**src/sv/mtrg_pkg.sv**
```systemverilog
`timescale 1ns / 1ps

package mtrg_pkg;

	localparam int STATE_WORDS   = 624;
	localparam int MIDDLE_OFFSET = 397;
	localparam int WORD_BITS     = 32;
	localparam int INDEX_BITS    = $clog2(STATE_WORDS);

	localparam logic [WORD_BITS-1:0] TWIST_MATRIX  = 32'h9908_b0df;
	localparam logic [WORD_BITS-1:0] TEMPER_MASK_B = 32'h9d2c_5680;
	localparam logic [WORD_BITS-1:0] TEMPER_MASK_C = 32'hefc6_0000;
	localparam logic [WORD_BITS-1:0] SEED_MULT     = 32'd1812433253;
	localparam logic [WORD_BITS-1:0] HIGH_BIT      = 32'h8000_0000;
	localparam logic [WORD_BITS-1:0] LOW_BITS      = 32'h7fff_ffff;
	localparam logic [WORD_BITS-1:0] DEFAULT_SEED  = 32'd5489;

	localparam logic [INDEX_BITS-1:0] LAST_INDEX = INDEX_BITS'(STATE_WORDS - 1);

	localparam logic CMD_GENERATE = 1'b0;
	localparam logic CMD_RESEED   = 1'b1;

	typedef logic [WORD_BITS-1:0] word_t;

	// seeding sequencer towards the shift line
	typedef struct packed {
		logic  busy;
		logic  shift;
		word_t word;
	} mtrg_seed_ctl_t;

endpackage

```
**src/sv/mtrg_cell.sv**
```systemverilog
`timescale 1ns / 1ps

module mtrg_cell
	import mtrg_pkg::*;
(
	input  logic  clk,
	input  logic  shift,
	input  word_t d,
	output word_t q
);

	word_t word_q;

	always_ff @(posedge clk) begin
		if (shift) begin
			word_q <= d;
		end
	end

	assign q = word_q;

endmodule

```
**config.mk**
```make
export PLATFORM = sky130hd
export DESIGN_NAME = mtrg_cell
export DESIGN_NICKNAME = d
export VERILOG_FILES = /design/src/sv/mtrg_pkg.sv /design/src/sv/mtrg_cell.sv
export SDC_FILE = /design/constraint.sdc
export NUM_CORES = 1
export LEC_CHECK = 0
export BUFFER_PORTS_ARGS = -buffer_cell sky130_fd_sc_hd__buf_4
export CORE_ASPECT_RATIO = 0.9
export CORE_MARGIN = 4
export CORE_UTILIZATION = 25
export CTS_CLUSTER_DIAMETER = 100
export DETAILED_ROUTE_END_ITERATION = 10
export RECOVER_POWER = 25
export SYNTH_ARGS = -nofsm -noshare
export SYNTH_HDL_FRONTEND = slang
export SYNTH_SLANG_ARGS = --single-unit
```
**constraint.sdc**
```tcl
create_clock -name clk -period 1.1 [get_ports clk]
set_input_delay 0.22 -clock clk [delete_from_list [all_inputs] [get_ports clk]]
set_output_delay 0.22 -clock clk [all_outputs]
set_load 0.01 [all_outputs]
```
# == After elaboration in Yosys (flattened, before gate mapping) ==
# Index checks and enable logic that the tools add are counted.
# totals
input_bits,34
output_inout_bits,32
word_cells,1
regBits,32

# == Longest topological paths before layout ==
# depth
depth_word,0
depth_mapped,0
mapped_depth_nobuf,0

# == Worst setup path after synthesis ==
# Ideal clock, no wire load.
# synth_path
kind,reg2out
startpoint,reg word_q[0] (netlist: q[0])
endpoint,out q[0]
slack_ns,0.486
stages_incl_launch_ff,1
t_required_ns,0.880
arrival_time_ns,0.394
path_buffers,0
cell_sequence,edfxtp_1
# synth_lines
element,line_no,source
"start, declared",mtrg_cell.sv:12,word_t word_q;
"start signal, assigned",mtrg_cell.sv:16,word_q <= d;
"end, declared",mtrg_cell.sv:9,output word_t q
# No word-level cell between the ends.

# == Worst setup path after layout ==
# layout_path
startpoint,reg word_q[30] (netlist: q[30])
endpoint,out q[30]
# No word-level cell between the ends.

==> results.sh <==
export IMPL_status="completed"
export IMPL_required_ns=0.88
export IMPL_path_buf_inv=1
export IMPL_multi_input_area_um2=0
export IMPL_grt_use_met2=0.1161
export IMPL_synth_edf_count=32
export IMPL_cts_root_buf="clkbuf_8"
export IMPL_tns_ns=0
export IMPL_crit_family="flip-flops"
export IMPL_detailed_place_area_mm2=0.001546
export IMPL_die_area_mm2=0.004901
export IMPL_crit_chain="buf_4"
export IMPL_grt_pass1_vias=627
export IMPL_arrival_ns=0.81
export IMPL_ir_worst_vdd_mv=0.5889
export IMPL_drcViolationCount=0
export IMPL_period_needed_ns=1.034
export IMPL_fin_util=0.4390
export IMPL_antenna_diode_count=0
export IMPL_io_buffer_count=65
export IMPL_path_clk_slew_ns=0.06
export IMPL_powerDensity_mw_per_mm2=1598
export IMPL_fillCellCount=339
export IMPL_async_flop_share=0
export IMPL_cts_tree="yes"
export IMPL_setup_violations=0
export IMPL_antenna_found_initial=0
export IMPL_path_class="flop to output pin"
export IMPL_min_path_type="input pin to flop"
export IMPL_crit_path_end_kind="output pin"
export IMPL_vias=592
export IMPL_synth_largest_area_cell="edfxtp_1"
export IMPL_syn_avg_cell_area_um2=30.03
export IMPL_grt_busiest_layer="met2"
export IMPL_core_area_mm2=0.003705
export IMPL_grt_use_met1=0.09387
export IMPL_die_h_um=66.82
export IMPL_syn_nets=66
export IMPL_worst_slew_pin_slew_ns=0.1060
export IMPL_synth_area_um2=960.9
export IMPL_multi_input_cells=0
export IMPL_layout_nets=140
export IMPL_cts_sinks=32
export IMPL_wl_per_cell_um=12.78
export IMPL_ctsHtreeMaxLevel=2
export IMPL_drt_total_wl_mm=1.956
export IMPL_ys_ff_latch=32
export IMPL_cts_repair_resized=0
export IMPL_area_delta_synth_final_pct=69.27
export IMPL_synthAdderAreaFrac=0
export IMPL_num_rows=21
export IMPL_grt_ovfl_total=0
export IMPL_yosys_most_used_dff="edfxtp_1"
export IMPL_rsz0062_at_grt="false"
export IMPL_pre_cts_ws_ns=0.2928
export IMPL_path_max_fanout=1
export IMPL_synth_compound_area_frac=0
export IMPL_die_w_um=73.35
export IMPL_yosysMostFrequentCell="edfxtp_1"
export IMPL_clock_path_buffers=2
export IMPL_hold_viol=0
export IMPL_start_util=0.2594
export IMPL_max_cap_violations=0
export IMPL_design_area_mm2=0.001627
export IMPL_fmax_mhz=967.3
export IMPL_syn_inst=32
export IMPL_place_inst=145
export IMPL_largest_register_ffs=32
export IMPL_power_leakage_nw=0.6795
export IMPL_fin_ws_ns=0.06623
export IMPL_stdcell_count=153
export IMPL_worst_path_max_delay_cell="edfxtp_1"
export IMPL_postCtsSetupRepairBufs=0
export IMPL_synthSimpleGateAreaFrac=0
export IMPL_synth_top_area_frac=1.000
export IMPL_grt_pass1_wl_mm=2.946
export IMPL_dr_pass1_iters=4
export IMPL_yosysSeqAreaShare=1.000
export IMPL_drive_above_1_share=0.6729
export IMPL_synth_mux_area_frac=0
export IMPL_synthTopCellsByCount="edfxtp_1"
export IMPL_start_kind="flop"
export IMPL_synth_distinct_cells=1
export IMPL_yosys_warnings=0
export IMPL_slew_violations=0
export IMPL_critical_path_max_stage_delay_ns=0.38
export IMPL_cts_buffers=5
export IMPL_vias_per_cell=3.869
export IMPL_synth_xor_area_frac=0
export IMPL_drt_iter0_markers=16
export IMPL_globalplace_congestion=0.6363
export IMPL_area_sequential_um2=960.9
export IMPL_slew_headroom=0.9293
export IMPL_ctsHoldBuffers=0
export IMPL_post_route_period_util=0.9398
export IMPL_ant_nets=0
export IMPL_yosys_top_cells_area="edfxtp_1"
export IMPL_grt_max_degree=20
export IMPL_grt_usage=0.08861
export IMPL_use_met3=0.05882
export IMPL_ios=66
metrics by stage:
stage	total power [mW]	hold WS, ns
finish	2.600	0.1248
global route	2.735	0.1073
CTS	2.659	0.1027
detailed placement	1.822	0.3993
global placement	1.814	0.3979
floorplan	1.554	0.3189
report_power, final:
group	internal [mW]	total, mW	leakage [nW]	switching, mW
Combinational	0.190	0.309	0.326	0.119
Sequential	1.45	1.48	0.313	0.0257
Clock	0.439	0.816	0.0399	0.376
final cells by class:
cell class            count  share of cell area
sequential               32              0.5908
timing repair buffer     67              0.3246
clock inverter            1            0.002308
clock buffer              7             0.04692
tap                      46             0.03538
cells in the final DEF (no fill, tap or decap):
cell / synthesis / layout
clkbuf_8: 0 / 5
clkinv_1: 0 / 1
buf_4: 0 / 42
edfxtp_1: 32 / 32
clkbuf_1: 0 / 2
buf_12: 0 / 2
clkbuf_4: 0 / 23
per-layer routing:
metal,part of all wire,up-vias
li1,-,276
met5,0,-
met3,0.17,4
met1,0.37,269
met4,0.013,0
met2,0.45,43
final timing paths:
kind / start / end / slack (ns) / cells after the start
hold / removal: d[31] / q[31] / 0.12 / 1
setup / recovery: q[30] / q[30] / 0.07 / 1
cell families after synthesis:
kind of cell / count (synthesis)
flops: 32
Note: power is estimated with default switching activity, not from simulation.
