$ cat src/sv/mtrg_pkg.sv
`timescale 1ns / 1ps

package mtrg_pkg;

	localparam int STATE_WORDS   = 624;
	localparam int MIDDLE_OFFSET = 397;
	localparam int WORD_BITS     = 32;
	localparam int INDEX_BITS    = $clog2(STATE_WORDS);

	localparam logic [WORD_BITS-1:0] TWIST_MATRIX  = 32'h9908_b0df;
	localparam logic [WORD_BITS-1:0] TEMPER_MASK_B = 32'h9d2c_5680;
	localparam logic [WORD_BITS-1:0] TEMPER_MASK_C = 32'hefc6_0000;
	localparam logic [WORD_BITS-1:0] SEED_MULT     = 32'd1812433253;
	localparam logic [WORD_BITS-1:0] HIGH_BIT      = 32'h8000_0000;
	localparam logic [WORD_BITS-1:0] LOW_BITS      = 32'h7fff_ffff;
	localparam logic [WORD_BITS-1:0] DEFAULT_SEED  = 32'd5489;

	localparam logic [INDEX_BITS-1:0] LAST_INDEX = INDEX_BITS'(STATE_WORDS - 1);

	localparam logic CMD_GENERATE = 1'b0;
	localparam logic CMD_RESEED   = 1'b1;

	typedef logic [WORD_BITS-1:0] word_t;

	// seeding sequencer towards the shift line
	typedef struct packed {
		logic  busy;
		logic  shift;
		word_t word;
	} mtrg_seed_ctl_t;

endpackage

$ cat src/sv/mtrg_twist_unit.sv
`timescale 1ns / 1ps

module mtrg_twist_unit
	import mtrg_pkg::*;
(
	input  word_t head,
	input  word_t next,
	input  word_t middle,
	output word_t twisted,
	output word_t tempered
);

	word_t y;
	word_t t1;
	word_t t2;
	word_t t3;

	assign y       = (head & HIGH_BIT) | (next & LOW_BITS);
	assign twisted = middle ^ (y >> 1) ^ (y[0] ? TWIST_MATRIX : '0);

	assign t1       = twisted ^ (twisted >> 11);
	assign t2       = t1 ^ ((t1 << 7) & TEMPER_MASK_B);
	assign t3       = t2 ^ ((t2 << 15) & TEMPER_MASK_C);
	assign tempered = t3 ^ (t3 >> 18);

endmodule

$ cat config.mk
export PLATFORM = sky130hd
export DESIGN_NAME = mtrg_twist_unit
export DESIGN_NICKNAME = d
export VERILOG_FILES = /design/src/sv/mtrg_pkg.sv /design/src/sv/mtrg_twist_unit.sv
export SDC_FILE = /design/constraint.sdc
export NUM_CORES = 1
export LEC_CHECK = 0
export CAP_MARGIN = 20
export CORE_MARGIN = 5
export CORE_UTILIZATION = 40
export DETAILED_ROUTE_END_ITERATION = 12
export DONT_BUFFER_PORTS = 1
export PLACE_DENSITY = 0.53
export SYNTH_ARGS = -nofsm -noshare
export SYNTH_HDL_FRONTEND = slang
export SYNTH_SLANG_ARGS = --single-unit
$ cat constraint.sdc
create_clock -name vclk -period 2.16
set_input_delay 0.432 -clock vclk [all_inputs]
set_output_delay 0.432 -clock vclk [all_outputs]
set_load 0.02 [all_outputs]
### Word-level counts from Yosys, hierarchy flattened

Index checks and enable logic that the tools add are counted.

* bits in registers: 0
* input bits: 96
* output and inout port bits: 64
* logic and storage cells: 8

* muxes and demuxes: 1
* bitwise logic cells: 7

Operator list (number)
* 32-bit XOR: 3
* 32-bit two-way mux: 1
* 32-bit by 31-bit bitwise OR with 32-bit output: 1
* 32-bit by 14-bit XOR with 32-bit output: 1
* 32-bit by 21-bit XOR with 32-bit output: 1
* 32-bit by 31-bit XOR with 32-bit output: 1

### Longest topological paths before layout

* word-level depth: 7
* gate-level depth with buffers: 5
* depth with buffers taken out: 4

### Least setup slack after synthesis

Ideal clock, no wire load.

* kind: input port to output port
* start point: input port next[17]
* end point: output port tempered[9]
* data arrival time: 2.260 ns
* path slack: -0.532 ns
* stages on the path: 4
* buffers on the path: 0
* path through: xor2_1 > xnor2_1 > xnor3_1 > xnor2_1

* word-level cells in the longest chain between the ends: 7

Ends and longest elaborated chain
* from (decl): line mtrg_twist_unit.sv:7 `input word_t next,`
* 32-bit by 31-bit bitwise OR with 32-bit output: line mtrg_twist_unit.sv:18 `assign y = (head & HIGH_BIT) | (next & LOW_BITS);`
* 32-bit by 31-bit XOR with 32-bit output: line mtrg_twist_unit.sv:19 `assign twisted = middle ^ (y >> 1) ^ (y[0] ? TWIST_MATRIX : '0);`
* 32-bit XOR: line mtrg_twist_unit.sv:19
* 32-bit by 21-bit XOR with 32-bit output: line mtrg_twist_unit.sv:21 `assign t1 = twisted ^ (twisted >> 11);`
* 32-bit XOR: line mtrg_twist_unit.sv:22 `assign t2 = t1 ^ ((t1 << 7) & TEMPER_MASK_B);`
* 32-bit XOR: line mtrg_twist_unit.sv:23 `assign t3 = t2 ^ ((t2 << 15) & TEMPER_MASK_C);`
* 32-bit by 14-bit XOR with 32-bit output: line mtrg_twist_unit.sv:24 `assign tempered = t3 ^ (t3 >> 18);`
* to (decl): line mtrg_twist_unit.sv:10 `output word_t tempered`

Every way passes these cells.

### Worst setup path in the final report

* start point: input port middle[19]
* end point: output port tempered[5]

* word-level cells in the longest chain between the ends: 6

Ends and longest elaborated chain
* from (decl): line mtrg_twist_unit.sv:8 `input word_t middle,`
* 32-bit by 31-bit XOR with 32-bit output: line mtrg_twist_unit.sv:19
* 32-bit XOR: line mtrg_twist_unit.sv:19
* 32-bit by 21-bit XOR with 32-bit output: line mtrg_twist_unit.sv:21
* 32-bit XOR: line mtrg_twist_unit.sv:22
* 32-bit XOR: line mtrg_twist_unit.sv:23
* 32-bit by 14-bit XOR with 32-bit output: line mtrg_twist_unit.sv:24

Every way passes these cells.

==> impl_results.md <==
* # setup viols final at 2
* Relative max-transition margin at 54.9%
* Floorplan die area at 4050 um2
* Arr. time, crit path at 1.77 ns
* DRT Wirelength at 3310 um
* Cell accounting for the most synthesized area: sky130_fd_sc_hd__xnor2_1
* Worst hold stages at 1
* RD Place Congestion at 0.758
* Outcome: finished, violations left
* Clock buffer count in the final layout at 0
* Routed length per placed instance at 16.5 um
* Minimum setup slack in the final design at -0.0429 ns
* Cell area after technology mapping at 1150 um2
* Post-route setup TNS at -0.0595 ns
* Final Core Density at 74.8%
* Worst IR drop on VDD at 768 uV
* Overflow left after global routing at 0
* Wire length of the first global-routing pass at 5200 um
* Time the final worst path needs with I/O delays and setup at 2.20 ns
* Startpoint class of the critical path: input port
* Detailed router's first-iteration violation count at 9
* Ratio of cells with drive above 1 in the final layout at 60.9%
* Total power divided by cell area at 1030 nW/um2
* Startpoint-to-endpoint class of the critical path: in -> out
* Via Count at 944
* RSZ-0062 raised after global routing: true
* # nets final at 267
* Sequential element share of the synthesized area at 0%
* Destination of the worst hold path: twisted[24]
* Number of input and output port buffers inserted at 0
* Number of global-route vias before repair at 1059
* Per-instance average area after synthesis at 10.3 um2
* Pre-CTS WS at -0.0225 ns
* Violations in the final reports: setup timing
* Seq cells at 0
* Synth top area cells: sky130_fd_sc_hd__xnor2_1, sky130_fd_sc_hd__xor2_1, sky130_fd_sc_hd__xnor3_1
* Number of design rule violations left after detail routing at 0
* Pin count of the biggest net entering global routing at 16
* Fin. Hold Viols at 0
* Synth Instances at 112
* Number of antenna violations at the first check in global routing at 0
* Hold WC Path Type: in -> out
* Area overhead of the layout relative to synthesis at 79.1%
* Core footprint at 2760 um2
* Height of the die at 63.6 um
* All-Layer GR Usage at 15.5%
* Antenna diode count at 0
* Register area at 0 um2
* Worst hold start: next[0]
* Final period util at 102%
* Die X at 63.6 um
* Slew at the pin with the worst max-slew slack at 0.672 ns
* Type of element capturing the critical path: output port
* Crit Path Max Fanout at 2
* Top Ports at 160
* Starting density of the core at 41.7%
* Number of warnings reported in the yosys synthesis log at 0
* MaxCap Viol Count at 0
* Fraction of synthesized cell area taken by the top area cell type at 40.3%
* Max Clock Freq at 454 MHz
* Via density at 4.72
* Critical path data required time at 1.73 ns
* Cell variety after synth at 12
* Post-Synthesis Net Count at 208
* Detailed-placement wirelength estimate at 3060 um
* Total count of max-transition violations in the final report at 0
* Number of routed nets with antenna violations at 0
* Site row count at 19
* Leakage power summed over all cells at 0.906 nW
* First drt pass iteration count at 3
==> cell type report <==
class,instances,area [um2]
fill,189,696
timing repair buffer,59,450
multi-input combinational,102,1540
tap,31,38.8
inverter,8,30.0
==> layout by cell type (no fill, tap or decap), drive strengths merged <==
cell and n:
inv 8, xor3 3, buf 59, xnor3 8, xnor2 54, xor2 37
==> synthesized netlist by cell type <==
cell and count:
sky130_fd_sc_hd__buf_2 1, sky130_fd_sc_hd__buf_6 1, sky130_fd_sc_hd__inv_1 8, sky130_fd_sc_hd__xnor2_1 53, sky130_fd_sc_hd__xnor2_2 1, sky130_fd_sc_hd__xnor3_1 7, sky130_fd_sc_hd__xnor3_2 1, sky130_fd_sc_hd__xor2_1 34
sky130_fd_sc_hd__xor2_2 1, sky130_fd_sc_hd__xor2_4 2, sky130_fd_sc_hd__xor3_1 1, sky130_fd_sc_hd__xor3_2 2
==> timing repair <==
action,4_1_cts,5_1_grt
gates resized for setup,2,5
pin swaps,1,1
endpoints found under the setup margin,5,7
hold buffers,0,0
setup buffers,0,1
hold endpoints to repair,0,0
==> worst max path at each step <==
stage	endpoint	from	cells after the start	slack, ns
after floorplan	tempered[0]	next[30]	4	-0.05
after global placement	tempered[7]	next[0]	4	0.003
after detailed placement	tempered[1]	middle[19]	4	-0.02
after CTS	tempered[7]	middle[7]	4	-0.02
after global routing	tempered[7]	middle[7]	4	-0.09
final	tempered[5]	middle[19]	5	-0.04
==> power breakdown <==
group	switching, mW	internal (mW)	total [mW]	leakage, nW
registers	0	0	0	0
clock network	0	0	0	0
logic	1.15	0.970	2.12	0.906
total	1.15	0.970	2.12	0.906
==> worst max-delay path, stage by stage <==
cell	delay, ns
sky130_fd_sc_hd__xor3_2	0.48
sky130_fd_sc_hd__xor2_4	0.23
sky130_fd_sc_hd__buf_4	0.16
sky130_fd_sc_hd__xor2_4	0.16
sky130_fd_sc_hd__xnor2_2	0.30
==> stage by stage <==
step / total power [mW] / cell area, um2 / hold slack, ns / std cells
finish: 2.12 / 2060 / 1.02 / 200
CTS: 2.11 / 2020 / 1.02 / 199
detailed placement: 2.09 / 2000 / 1.02 / 199
global placement: 2.07 / 2000 / 1.02 / 199
floorplan: 1.55 / 1550 / 0.942 / 112
global route: 2.25 / 2060 / 1.02 / 200
==> per-layer routing <==
layer | wire length [um] | part of all wire, % | vias up | GRT usage (%)
li1 | - | - | 436 | -
met3 | 509 | 15 | 0 | 6.39
met1 | 966 | 29 | 427 | 15.8
met4 | 0 | 0 | 0 | 0
met2 | 1830 | 55 | 81 | 30.8
met5 | 0 | 0 | - | 0
==> cell families (layout without fill, tap and decap cells) <==
kind of cell	Yosys count	count (layout)	synth area share (%)
buffers and inverters	10	67	4.02
XOR/XNOR	102	102	96.0
No activity file was read; power rests on OpenSTA's default activity.
