--- src/sv/mtrg_pkg.sv ---
`timescale 1ns / 1ps

package mtrg_pkg;

	localparam int STATE_WORDS   = 624;
	localparam int MIDDLE_OFFSET = 397;
	localparam int WORD_BITS     = 32;
	localparam int INDEX_BITS    = $clog2(STATE_WORDS);

	localparam logic [WORD_BITS-1:0] TWIST_MATRIX  = 32'h9908_b0df;
	localparam logic [WORD_BITS-1:0] TEMPER_MASK_B = 32'h9d2c_5680;
	localparam logic [WORD_BITS-1:0] TEMPER_MASK_C = 32'hefc6_0000;
	localparam logic [WORD_BITS-1:0] SEED_MULT     = 32'd1812433253;
	localparam logic [WORD_BITS-1:0] HIGH_BIT      = 32'h8000_0000;
	localparam logic [WORD_BITS-1:0] LOW_BITS      = 32'h7fff_ffff;
	localparam logic [WORD_BITS-1:0] DEFAULT_SEED  = 32'd5489;

	localparam logic [INDEX_BITS-1:0] LAST_INDEX = INDEX_BITS'(STATE_WORDS - 1);

	localparam logic CMD_GENERATE = 1'b0;
	localparam logic CMD_RESEED   = 1'b1;

	typedef logic [WORD_BITS-1:0] word_t;

	// seeding sequencer towards the shift line
	typedef struct packed {
		logic  busy;
		logic  shift;
		word_t word;
	} mtrg_seed_ctl_t;

endpackage

--- src/sv/mtrg_seed_unit.sv ---
`timescale 1ns / 1ps

module mtrg_seed_unit
	import mtrg_pkg::*;
(
	input  logic           clk,
	input  logic           arst_n,
	input  logic           start,
	input  word_t          seed,
	input  word_t          tail,
	output mtrg_seed_ctl_t ctl
);

	logic                  busy_q;
	logic [INDEX_BITS-1:0] index_q;
	word_t                 seed_q;
	word_t                 mixed;
	word_t                 product;

	// x[k] = mult * (x[k-1] ^ (x[k-1] >> 30)) + k, previous word sits in the tail cell
	assign mixed   = tail ^ (tail >> 30);
	assign product = SEED_MULT * mixed;

	always_ff @(posedge clk or negedge arst_n) begin
		if (!arst_n) begin
			busy_q  <= 1'b1;
			index_q <= '0;
			seed_q  <= DEFAULT_SEED;
		end else if (start) begin
			busy_q  <= 1'b1;
			index_q <= '0;
			seed_q  <= seed;
		end else if (busy_q) begin
			index_q <= index_q + 1'b1;
			if (index_q == LAST_INDEX) begin
				busy_q <= 1'b0;
			end
		end
	end

	always_comb begin
		ctl.busy  = busy_q;
		ctl.shift = busy_q;
		if (index_q == '0) begin
			ctl.word = seed_q;
		end else begin
			ctl.word = product + word_t'(index_q);
		end
	end

endmodule

--- config.mk ---
export PLATFORM = sky130hd
export DESIGN_NAME = mtrg_seed_unit
export DESIGN_NICKNAME = d
export VERILOG_FILES = /design/src/sv/mtrg_pkg.sv /design/src/sv/mtrg_seed_unit.sv
export SDC_FILE = /design/constraint.sdc
export NUM_CORES = 1
export LEC_CHECK = 0
export BUFFER_PORTS_ARGS = -buffer_cell sky130_fd_sc_hd__buf_2
export CAP_MARGIN = 25
export CORE_ASPECT_RATIO = 0.6
export CORE_MARGIN = 8
export CORE_UTILIZATION = 54
export DETAILED_ROUTE_END_ITERATION = 16
export HOLD_SLACK_MARGIN = 0.02
export PLACE_DENSITY_LB_ADDON = 0.05
export SLEW_MARGIN = 20
export SYNTH_ARGS = -nofsm -noshare
export SYNTH_HDL_FRONTEND = slang
export SYNTH_SLANG_ARGS = --single-unit
--- constraint.sdc ---
create_clock -name clk -period 18.6 [get_ports clk]
set_input_delay 1.86 -clock clk [delete_from_list [all_inputs] [get_ports clk]]
set_output_delay 1.86 -clock clk [all_outputs]
set_load 0.03 [all_outputs]
=== Yosys cells after proc, flatten, opt, wreduce, memory -nomap -nowiden ===
Cells that the tools add are included.

* Word-level logic and storage cells: 16
* Flip-flop bits (word level): 43
* Bits of input ports: 67

* Reductions and logical operators: 2
* Add/subtract/negate cells: 2
* Bitwise gates (word level): 1
* Multiplexer cells: 6
* $mul: 1
* Equality and inequality tests: 1

{| class="wikitable"
|+ Operators by type and width
! cell !! count
|-
| adder 32 x 10 -> 32 bit || 1
|-
| multiplier 31 x 32 -> 32 bit (first input constant) || 1
|-
| two-way mux 32 bit || 1
|-
| bitwise XOR 32 x 2 -> 32 bit || 1
|-
| two-way mux 10 bit || 2
|-
| adder 10 x 1 -> 10 bit (second input constant) || 1
|-
| equality test 10 bit (second input constant) || 1
|-
| zero test 10 bit || 1
|-
| two-way mux 1 bit || 3
|-
| nonzero test 2 bit || 1
|}

=== Depth between registers and ports, before layout ===
Gate-level depths: netlist of run 1.

* Depth after elaboration: 4
* Mapped depth: 25
* Depth with buffers taken out: 24

=== Worst setup path before layout of run 1 ===
Ideal clock, no wire load.

* Path kind: input -> output
* From: input tail[1]
* To: output ctl[30] (netlist name)
* Arrival: 8.058 ns
* Buffers on the path: 0
* Setup slack: 8.682 ns
* Cell stages on the path: 23
* Path through: xor2_1 -> xor2_1 -> ha_1 -> or2_2 -> ha_1 -> inv_1 -> fa_1 -> inv_1 -> ha_1 -> fa_1 -> fa_1 -> fa_1 -> inv_1 -> fa_1 -> inv_1 -> ha_1 -> o21ai_0 -> nand2b_1 -> and3_2 -> a41oi_4 -> o311a_1 -> or3_1 -> a31oi_1

{| class="wikitable"
|+ RTL lines
! item !! RTL line !! text
|-
| from (decl) || mtrg_seed_unit.sv:10 || <nowiki>input word_t tail,</nowiki>
|-
| to (decl) || mtrg_seed_unit.sv:11 || <nowiki>output mtrg_seed_ctl_t ctl</nowiki>
|}

==> reports/qor.csv, run 1 <==
stage,metric,value,unit
run_status,status,"complete, no violations",
final_layout,FILL cells,1700,
final_layout,Final Non-Filler Cells,1394,
timing,Slew Limit Headroom,34.61,%
floorplan,Rows,39,
critical_path,Crit path arrival time,8.16,ns
final_layout,ANT cells,0,
timing,fin. max-slew vios,0,
timing,period utilization,53.88,%
logic_synthesis,Mapped Nets,1512,
drt,detailed router's first-iteration violation count,418,
drt,DRT Pass-1 Iters,5,
logic_synthesis,share of flip-flops with an asynchronous set or reset,100.0,%
final_layout,layout cell share with drive strength beyond 1,14.98,%
logic_synthesis,Synth Warn #,0,
global_route,pin count of the biggest net entering global routing,45,
floorplan,Starting Density,55.20,%
clock_network,CTS tree,done,
floorplan,Die Ht,124.0,µm
logic_synthesis,ys flop type,dfrtp_1,
critical_path,Critical Path RT,16.74,ns
logic_synthesis,Yosys reg bits,43,
final_layout,"commonest non-fill, non-tap cell in the layout",inv_1,
floorplan,total core area,19030,µm²
clock_network,Root Buffer,clkbuf_16,
critical_path,Startpoint Class,input port,
global_route,vias in the first global route,7346,
timing,Tmin final,10.02,ns
clock_network,cts hold-fix bufs,0,
logic_synthesis,sequential fraction of the synthesis area,10.34,%
critical_path,crit path max fanout,9,
critical_path,critical path class,in -> out,
logic_synthesis,Mapped Cells,1053,
drt,DRC violations left,0,
clock_network,Setup Buffers After CTS,0,
final_layout,most frequent cells in the layout,"inv_1, ha_1, fa_1",
clock_network,"Clk pin slew, worst setup/hold paths",0.06,ns
critical_path,cell mode on critical path,fa_1,
clock_network,H-tree Lvls,2,
logic_synthesis,average size of a mapped cell,9.976,µm²
final_layout,final net count,1606,
timing,Slew @ Worst Pin,0.9809,ns
drt,WL/cell,18.13,µm
critical_path,crit-path max cell delay,0.50,ns
timing,Max Fclk,0.09979,GHz
clock_network,CTS Buffer Depth,2,
place,IO Port Bufs,100,
drt,final wirelength,25280,µm
timing,final hold vios,0,
global_route,initial antenna violation count,0,
logic_synthesis,Post-Synthesis Cell Area,10510,µm²
timing,Clock Skews,0.001214,ns
job,max cap viols,0,
timing,post-route setup TNS,0,ns
final_layout,register area,1086,µm²
drt,Vias,7179,
drt,Routed Antenna Nets,0,
timing,final setup vio count,0,
clock_network,CTS sink cnt,43,
global_route,Total GRT Usage,21.88,%
floorplan,Die W,196.1,µm
logic_synthesis,Post-synth EDFFs,0,
floorplan,total I/O pin count,101,
place,Post-Place Cells,1385,
timing,RSZ-0062 raised after global routing,false,
global_route,first-pass GRT wire length,41130,µm
critical_path,Worst Setup End Kind,output pin,
final_layout,multi-input logic area,8330,µm²
clock_network,post-CTS sizing,0,
logic_synthesis,synth unique cells,61,
floorplan,DIE AREA,24320,µm²
critical_path,Slowest cell on crit path,fa_1,
global_route,global route overflow,0,
place,DP HPWL,22450,µm
clock_network,CTS Buf Count,5,
place,GP Congestion,0.8426,
hold_path,hold crit path type,reg -> reg,
final_layout,area grow syn2layout,8.921,%
clock_network,Worst-Skew Late Latency,0.29,ns
drt,drt via density,5.150,
-- Yosys cell counts, types with 3 or more instances --
library cell | instances | share of area, %
inv_1 | 266 | 9.5
ha_1 | 239 | 28
fa_1 | 153 | 29
nand2_1 | 45 | 1.6
xnor2_1 | 41 | 3.4
dfrtp_1 | 35 | 8.3
mux2_2 | 32 | 3.4
nor2_1 | 32 | 1.1
a21oi_1 | 31 | 1.5
o21ai_0 | 23 | 1.1
xor2_1 | 19 | 1.6
clkbuf_1 | 12 | 0.43
nor3_1 | 10 | 0.48
a211oi_1 | 9 | 0.64
dfstp_2 | 8 | 2.0
nand4_1 | 7 | 0.42
a21o_1 | 6 | 0.43
nand3_1 | 6 | 0.29
o21a_1 | 6 | 0.43
o21ai_1 | 6 | 0.29
or3_1 | 5 | 0.30
o21bai_1 | 4 | 0.29
and3_2 | 3 | 0.21
buf_4 | 3 | 0.21
mux2i_1 | 3 | 0.29
nor2b_1 | 3 | 0.18
nor3b_1 | 3 | 0.21
-- through the flow --
stage                     cell area (µm²)  hold WS, ns  util [%]  setup WS [ns]
after floorplan                     10510       0.4721         -          8.682
after global placement              11250       0.4866     59.13          8.698
after detailed placement            11250       0.4910     59.13          8.568
after CTS                           11420       0.5065     60.02          8.585
after global routing                11440       0.5262     60.12          8.328
final                               11440       0.4995     60.12          8.579
-- layer usage --
metal	GRT usage (%)	wire length (µm)	up-vias	share of wire [%]
met4	1.226	80	0	0.32
met2	29.09	9576	141	38
met3	5.208	1470	6	5.8
li1	-	-	3559	-
met5	0	0	-	0
met1	35.89	14150	3473	56
-- sequential cells by signal, indices dropped and copies added, names as in the netlist --
register,flops
busy_q,1
seed_q,32
index_q,10
-- worst paths after layout --
path | slack (ns) | cells after the start | to | start
setup / recovery | 8.58 | 26 | ctl[29] | tail[1]
hold / removal | 0.50 | 1 | seed_q[24] | seed_q[24]
setup reg to reg | 17.04 | 5 | index_q[7] | busy_q
hold reg to reg | 0.50 | 1 | seed_q[24] | seed_q[24]
max in group asynchronous | 16.62 | 2 | seed_q[0] | arst_n
min in group asynchronous | 1.45 | 1 | index_q[1] | arst_n
-- worst max-delay path: cells and delay by family --
| kind | cells | cell delay, ns |
|---|---|---|
| adders and majority gates | 9 | 3.41 |
| and+or+nand+nor | 6 | 1.51 |
| buffers and inverters | 7 | 0.66 |
| AOI/OAI and AO/OA | 2 | 0.37 |
| xor gates and xnor gates | 2 | 0.35 |
-- logic make-up (layout without fill, tap and decap cells) --
| family | Yosys count | in the layout | share of synthesized area [%] |
|---|---|---|---|
| AO/OA/AOI/OAI | 107 | 107 | 6.753 |
| buffers and inverters | 284 | 379 | 10.36 |
| multiplexers | 35 | 35 | 3.716 |
| XOR/XNOR | 60 | 60 | 5.002 |
| AND/OR/NAND/NOR | 132 | 132 | 6.205 |
| adder cells (fa/ha/maj) | 392 | 392 | 57.62 |
| flip-flops | 43 | 43 | 10.34 |
-- final cells by class --
type / count / area share (%)
timing repair buffer: 105 / 4.811
inverter: 266 / 8.726
clock inverter: 3 / 0.3827
clock buffer: 5 / 1.093
sequential: 43 / 9.492
multi-input combinational: 726 / 72.80
tap: 246 / 2.690
Power of run 1 is left out: the tool's default activity adds up to more than one toggle a clock period on the data nets, which glitch-free logic cannot reach.
==> inputs of run 2 (changes only) <==
Settings changed: ABC_AREA from default to 1.
Clock period 18.6 ns to 9.96 ns, I/O delays scaled along.
==> run 2 against run 1 <==
Effect of this change:
- final cell count grew 22%
- cell area rose by 5.6%
- register-to-register slack worse by 8.8 ns
- synthesized area grew 5.9%
- core utilization down 0.088 points
- die area up 5.3%
- global-route usage rose by 2.5 points
- hold slack worse by 0.028 ns
- first-iteration DRC count up 64%
- synthesized cell count up 27%
- via count increased by 22%
- non-clock buffer count decreased by 3
- critical path type unchanged
- highest routed layer unchanged
==> reports/qor.csv, run 2 <==
stage,metric,value,unit,change
final_layout,"Most flops, register",seed_q,,
floorplan,Die Ht,127.2,µm,+2.5%
clock_network,CTS sink cnt,43,,unchanged
clock_network,post-CTS sizing,0,,unchanged
global_route,vias in the first global route,8717,,+19%
logic_synthesis,Mapped Nets,1792,,+19%
final_layout,"commonest non-fill, non-tap cell in the layout",inv_1,,
drt,Routed Antenna Nets,0,,unchanged
logic_synthesis,Post-Synthesis Cell Area,11130,µm²,+5.9%
logic_synthesis,ys flop type,dfrtp_1,,
clock_network,CTS Buffer Depth,2,,unchanged
clock_network,"Clk pin slew, worst setup/hold paths",0.06,ns,about the same
final_layout,ANT cells,0,,unchanged
critical_path,Crit path arrival time,7.27,ns,-0.89 ns
hold_path,hold crit path type,reg -> reg,,
final_layout,register area,1086,µm²,unchanged
place,IO Port Bufs,100,,unchanged
final_layout,Largest register FFs,32,,unchanged
timing,post-route setup TNS,0,ns,unchanged
timing,slack of the critical path,1.692,ns,-6.887 ns
logic_synthesis,synth unique cells,43,,-30%
drt,drt via density,5.166,,+0.32%
drt,WL/cell,17.93,µm,-1.1%
final_layout,area grow syn2layout,8.557,%,
final_layout,FILL cells,1909,,+12%
final_layout,final core utilization,60.04,%,-0.088 points
logic_synthesis,share of flip-flops with an asynchronous set or reset,100.0,%,unchanged
floorplan,Starting Density,55.30,%,+0.10 points
timing,Max Fclk,0.1210,GHz,
final_layout,multi-input logic area,8642,µm²,+3.7%
critical_path,critical path class,in -> out,,
clock_network,H-tree Lvls,2,,unchanged
run_status,status,"complete, no violations",,
critical_path,Startpoint Class,input port,,
timing,fin. max-slew vios,0,,unchanged
clock_network,Root Buffer,clkbuf_16,,
final_layout,biggest registers after layout,"seed_q (32), index_q (10), busy_q (1)",,
floorplan,Rows,40,,+2.6%
floorplan,total I/O pin count,101,,unchanged
final_layout,layout cell share with drive strength beyond 1,10.44,%,-4.5 points
final_layout,most frequent cells in the layout,"inv_1, ha_1, nand2_1",,
final_layout,final net count,1885,,+17%
place,GP Congestion,0.9748,,+16%
timing,RSZ-0062 raised after global routing,false,,
clock_network,CTS Buf Count,5,,unchanged
timing,Worst Hold Margin,0.4719,ns,-0.02752 ns
global_route,global route overflow,0,,unchanged
clock_network,Worst-Skew Late Latency,0.29,ns,about the same
critical_path,RR Startpoint,busy_q,,
clock_network,Setup Buffers After CTS,0,,unchanged
critical_path,worst setup path startpoint,tail[0],,
global_route,initial antenna violation count,0,,unchanged
clock_network,CTS tree,done,,
hold_path,hold wc startpoint,seed_q[19],,
timing,final setup vio count,0,,unchanged
logic_synthesis,Post-synth EDFFs,0,,unchanged
logic_synthesis,Mapped Cells,1333,,+27%
global_route,first-pass GRT wire length,49020,µm,+19%
drt,detailed router's first-iteration violation count,685,,+64%
timing,Tmin final,8.268,ns,
timing,Clock Skews,0.001422,ns,+0.0002075 ns
logic_synthesis,synth cell count leaders,"inv_1, ha_1, nand2_1, fa_1, o21ai_0",,
drt,DRT Pass-1 Iters,5,,unchanged
floorplan,Die W,201.3,µm,+2.7%
logic_synthesis,Yosys reg bits,43,,unchanged
drt,Vias,8783,,+22%
logic_synthesis,top post-synthesis cells by area,"fa_1, ha_1, inv_1",,
place,Place WS,1.782,ns,-6.786 ns
floorplan,total core area,20120,µm²,+5.7%
place,DP HPWL,27030,µm,+20%
timing,Slew @ Worst Pin,0.5768,ns,-0.4042 ns
timing,period utilization,83.01,%,
logic_synthesis,cell with the most instances after synthesis,inv_1,,
drt,DRC violations left,0,,unchanged
critical_path,crit path max fanout,5,,-4
floorplan,DIE AREA,25610,µm²,+5.3%
global_route,Total GRT Usage,24.34,%,+2.5 points
logic_synthesis,Synth Warn #,0,,unchanged
logic_synthesis,share of the synthesized area in the top cell type,27.53,%,-1.6 points
logic_synthesis,sequential fraction of the synthesis area,9.760,%,-0.58 points
critical_path,Worst Setup End Kind,output pin,,
clock_network,cts hold-fix bufs,0,,unchanged
critical_path,Critical Path RT,8.96,ns,-7.78 ns
timing,Slew Limit Headroom,61.55,%,+27 points
drt,final wirelength,30470,µm,+21%
logic_synthesis,average size of a mapped cell,8.347,µm²,-16%
global_route,pin count of the biggest net entering global routing,63,,+40%
job,max cap viols,0,,unchanged
timing,final hold vios,0,,unchanged
logic_synthesis,Yosys top cell by area,fa_1,,
[run 2: cell types whose count changed after synthesis, sizes merged, moves of 8 or more]
| cell | before | now |
|---|---|---|
| xor2 | 19 | 4 |
| o21ai | 31 | 86 |
| xnor2 | 41 | 10 |
| nand2 | 46 | 212 |
| nand3 | 8 | 60 |
| inv | 266 | 352 |
| or2 | 2 | 13 |
| a21oi | 32 | 51 |
| mux2 | 32 | 0 |
| a211oi | 9 | 1 |
| nor2 | 33 | 47 |
[run 2: metal layers]
layer	global-route usage [%]	vias up	share of wire, %
li1	-	4334	-
met1	40.71	4165	54
met2	31.01	273	36
met3	6.159	11	9.2
met4	1.369	0	0.45
met5	0	-	0
[run 2: through the flow]
step,cell area [µm²],cells
5_1_grt,12080,1700
3_5_place_dp,11910,1692
3_3_place_gp,11910,1692
4_1_cts,12080,1700
6_report,12080,1700
2_1_floorplan,11130,1333
[run 2: cells by family (layout without fill, tap and decap cells)]
| logic type | count (synthesis) | count (layout) | share of synthesized area, % |
|---|---|---|---|
| fa+ha+maj | 392 | 392 | 54.40 |
| flops | 43 | 43 | 9.760 |
| buf+inv | 370 | 464 | 12.62 |
| simple gates | 358 | 358 | 14.22 |
| compound gates | 156 | 156 | 7.894 |
| xor+xnor | 14 | 14 | 1.102 |
[run 2: worst max-delay path: stages]
cell and delay, ns:
buf_2 0.11, xnor2_1 0.40, xnor2_1 0.17, inv_1 0.16, ha_1 0.21, or2_2 0.31, ha_1 0.28, inv_1 0.04
fa_1 0.47, inv_1 0.04, ha_1 0.17, fa_1 0.46, fa_1 0.46, fa_1 0.51, inv_1 0.05, fa_1 0.47
inv_1 0.04, ha_1 0.34, a21oi_1 0.24, o21ai_0 0.21, a21oi_1 0.24, o211a_1 0.24, nand2_1 0.07, nand2_1 0.06
nand3_1 0.15, o21ai_1 0.13, buf_2 0.22
[run 2: worst paths after layout]
check                           cells past startpoint         end  slack, ns
max in group asynchronous                           1   seed_q[0]       8.86
worst min-delay path                                2  seed_q[19]       0.47
worst max-delay path                               27     ctl[30]       1.69
worst max register to register                      8  index_q[9]       8.21
min in group asynchronous                           1  seed_q[16]       0.69
worst min register to register                      2  seed_q[19]       0.47
[run 2: cell type report]
type / count / share of cell area [%]
Inverter: 354 / 11.00
Sequential cell: 43 / 8.991
Clock buffer: 7 / 1.098
Multi-Input combinational cell: 920 / 71.55
Tap cell: 273 / 2.828
Timing Repair Buffer: 102 / 4.288
Clock inverter: 1 / 0.2486
Power of run 2 is left out for the same reason.
==> inputs of run 3 (changes only) <==
Clock period 9.96 ns to 7.8 ns, I/O delays scaled along.
==> run 3 against run 2 <==
Effect of this change:
- routed wire length decreased by 0.82%
- non-clock buffer count up 16
- first-iteration DRC count grew 5.5%
- die area stayed put
- via count grew 1.7%
- cell area is 1.6% higher
- clock skew is 0.0039 ns higher
- critical endpoint unchanged
==> reports/qor.csv, run 3 (synthesis gave the netlist of run 2 again) <==
stage,metric,value,unit,change
run_status,status,"complete, no violations",,
place,Post-Place Cells,1708,,+0.95%
critical_path,crit-path max cell delay,0.51,ns,about the same
floorplan,total core area,20120,µm²,unchanged
final_layout,most frequent cells in the layout,"inv_1, ha_1, nand2_1",,
clock_network,Worst-Skew Late Latency,0.30,ns,about the same
clock_network,CTS Buffer Depth,2,,unchanged
clock_network,H-tree Lvls,2,,unchanged
final_layout,ANT cells,0,,unchanged
place,DP Area,12030,µm²,+1.0%
critical_path,Critical Path RT,7.02,ns,-1.94 ns
critical_path,crit path max fanout,5,,unchanged
global_route,global route overflow,0,,unchanged
final_layout,final net count,1901,,+0.85%
final_layout,Final Non-Filler Cells,1716,,+0.94%
timing,slack of the critical path,0.2767,ns,-1.416 ns
clock_network,CTS Buf Count,5,,unchanged
global_route,vias in the first global route,8697,,-0.23%
drt,DRT Pass-1 Iters,5,,unchanged
timing,Clock Skews,0.005287,ns,+0.003865 ns
hold_path,worst hold path cell count,2,,unchanged
global_route,Most Crowded Layer GR,met1,,
drt,Vias,8929,,+1.7%
final_layout,Finished Cell Area,12270,µm²,+1.6%
timing,fin. max-slew vios,0,,unchanged
timing,Worst Hold Margin,0.4707,ns,-0.001231 ns
clock_network,Root Buffer,clkbuf_16,,
place,Place WS,0.1246,ns,-1.657 ns
floorplan,Die Ht,127.2,µm,unchanged
drt,drt via density,5.203,,+0.71%
place,IO Port Bufs,100,,unchanged
drt,detailed router's first-iteration violation count,723,,+5.5%
clock_network,"Clk pin slew, worst setup/hold paths",0.06,ns,about the same
global_route,initial antenna violation count,0,,unchanged
place,GP Congestion,0.9594,,-1.6%
global_route,first-pass GRT wire length,48930,µm,-0.18%
timing,Slew Limit Headroom,61.19,%,-0.35 points
global_route,GRT met1 Usage,39.81,%,-0.90 points
critical_path,critical path class,in -> out,,
timing,RSZ-0062 raised after global routing,true,,
timing,final hold vios,0,,unchanged
critical_path,Crit path arrival time,6.74,ns,-0.53 ns
final_layout,"commonest non-fill, non-tap cell in the layout",inv_1,,
critical_path,Worst Setup End Kind,output pin,,
timing,final setup vio count,0,,unchanged
timing,Slew @ Worst Pin,0.5821,ns,+0.005316 ns
clock_network,Setup Buffers After CTS,0,,unchanged
job,max cap viols,0,,unchanged
clock_network,CTS tree,done,,
final_layout,biggest registers after layout,"seed_q (32), index_q (10), busy_q (1)",,
clock_network,CTS sink cnt,43,,unchanged
final_layout,"Most flops, register",seed_q,,
drt,final wirelength,30220,µm,-0.82%
drt,WL/cell,17.61,µm,-1.7%
global_route,met3 Use GR,8.228,%,+2.1 points
floorplan,total I/O pin count,101,,unchanged
critical_path,r2r worst-path depth,8,,unchanged
timing,period utilization,96.45,%,
floorplan,Starting Density,55.30,%,unchanged
timing,Max Fclk,0.1329,GHz,
floorplan,Die W,201.3,µm,unchanged
global_route,Total GRT Usage,24.28,%,-0.061 points
critical_path,CP Depth,26,,-3.7%
drt,Routed Antenna Nets,0,,unchanged
critical_path,cell mode on critical path,fa_1,,
drt,DRC violations left,0,,unchanged
final_layout,Largest register FFs,32,,unchanged
final_layout,area grow syn2layout,10.27,%,
critical_path,Startpoint Class,input port,,
final_layout,FILL cells,1916,,+0.37%
global_route,GR Util met2,30.16,%,-0.85 points
floorplan,DIE AREA,25610,µm²,unchanged
place,DP HPWL,27120,µm,+0.35%
floorplan,Rows,40,,unchanged
final_layout,layout cell share with drive strength beyond 1,12.13,%,+1.7 points
critical_path,Worst Path Buf+Inv,7,,unchanged
hold_path,hold crit path type,reg -> reg,,
critical_path,Slowest cell on crit path,fa_1,,
timing,Tmin final,7.523,ns,
critical_path,CP top delay family,adder cells,,
global_route,pin count of the biggest net entering global routing,63,,unchanged
run 3: layer usage:
metal	routed length [µm]	up-vias	share of wire (%)
met4	167	0	0.55
li1	-	4377	-
met5	0	-	0
met1	16150	4245	53
met2	10810	293	36
met3	3100	14	10
run 3: layout make-up:
class	instances	area [µm²]	share of cell area, %
repair buffers	118	638.1	5.201
flip-flops and latches	43	1086	8.852
well taps	273	341.6	2.784
inverters	354	1329	10.83
multi-input cells	920	8686	70.79
clock buffers	6	128.9	1.050
clock inverters	2	60.06	0.4895
run 3: stage by stage:
stage / util, % / TNS (ns)
6_report: 60.98 / 0
5_1_grt: 60.98 / -0.009491
4_1_cts: 60.75 / 0
3_5_place_dp: 59.81 / 0
3_3_place_gp: 59.81 / 0
2_1_floorplan: - / 0
run 3: timing repair:
action	4_1_cts	5_1_grt
endpoints found under the setup margin	0	9
resized for setup	0	12
hold buffers	0	0
run 3: worst paths after layout:
check | startpoint | endpoint | slack [ns]
setup / recovery | tail[1] | ctl[30] | 0.28
hold / removal | seed_q[31] | seed_q[31] | 0.47
max in group asynchronous | arst_n | seed_q[5] | 6.86
setup reg to reg | busy_q | index_q[9] | 6.10
min in group asynchronous | arst_n | seed_q[27] | 0.55
hold reg to reg | seed_q[31] | seed_q[31] | 0.47
run 3: tightest hold or removal path, stage by stage (launching register included):
cell and delay [ns]:
dfrtp_1 0.34, nand2_1 0.05, nand2_1 0.05
Power of run 3 is left out for the same reason.
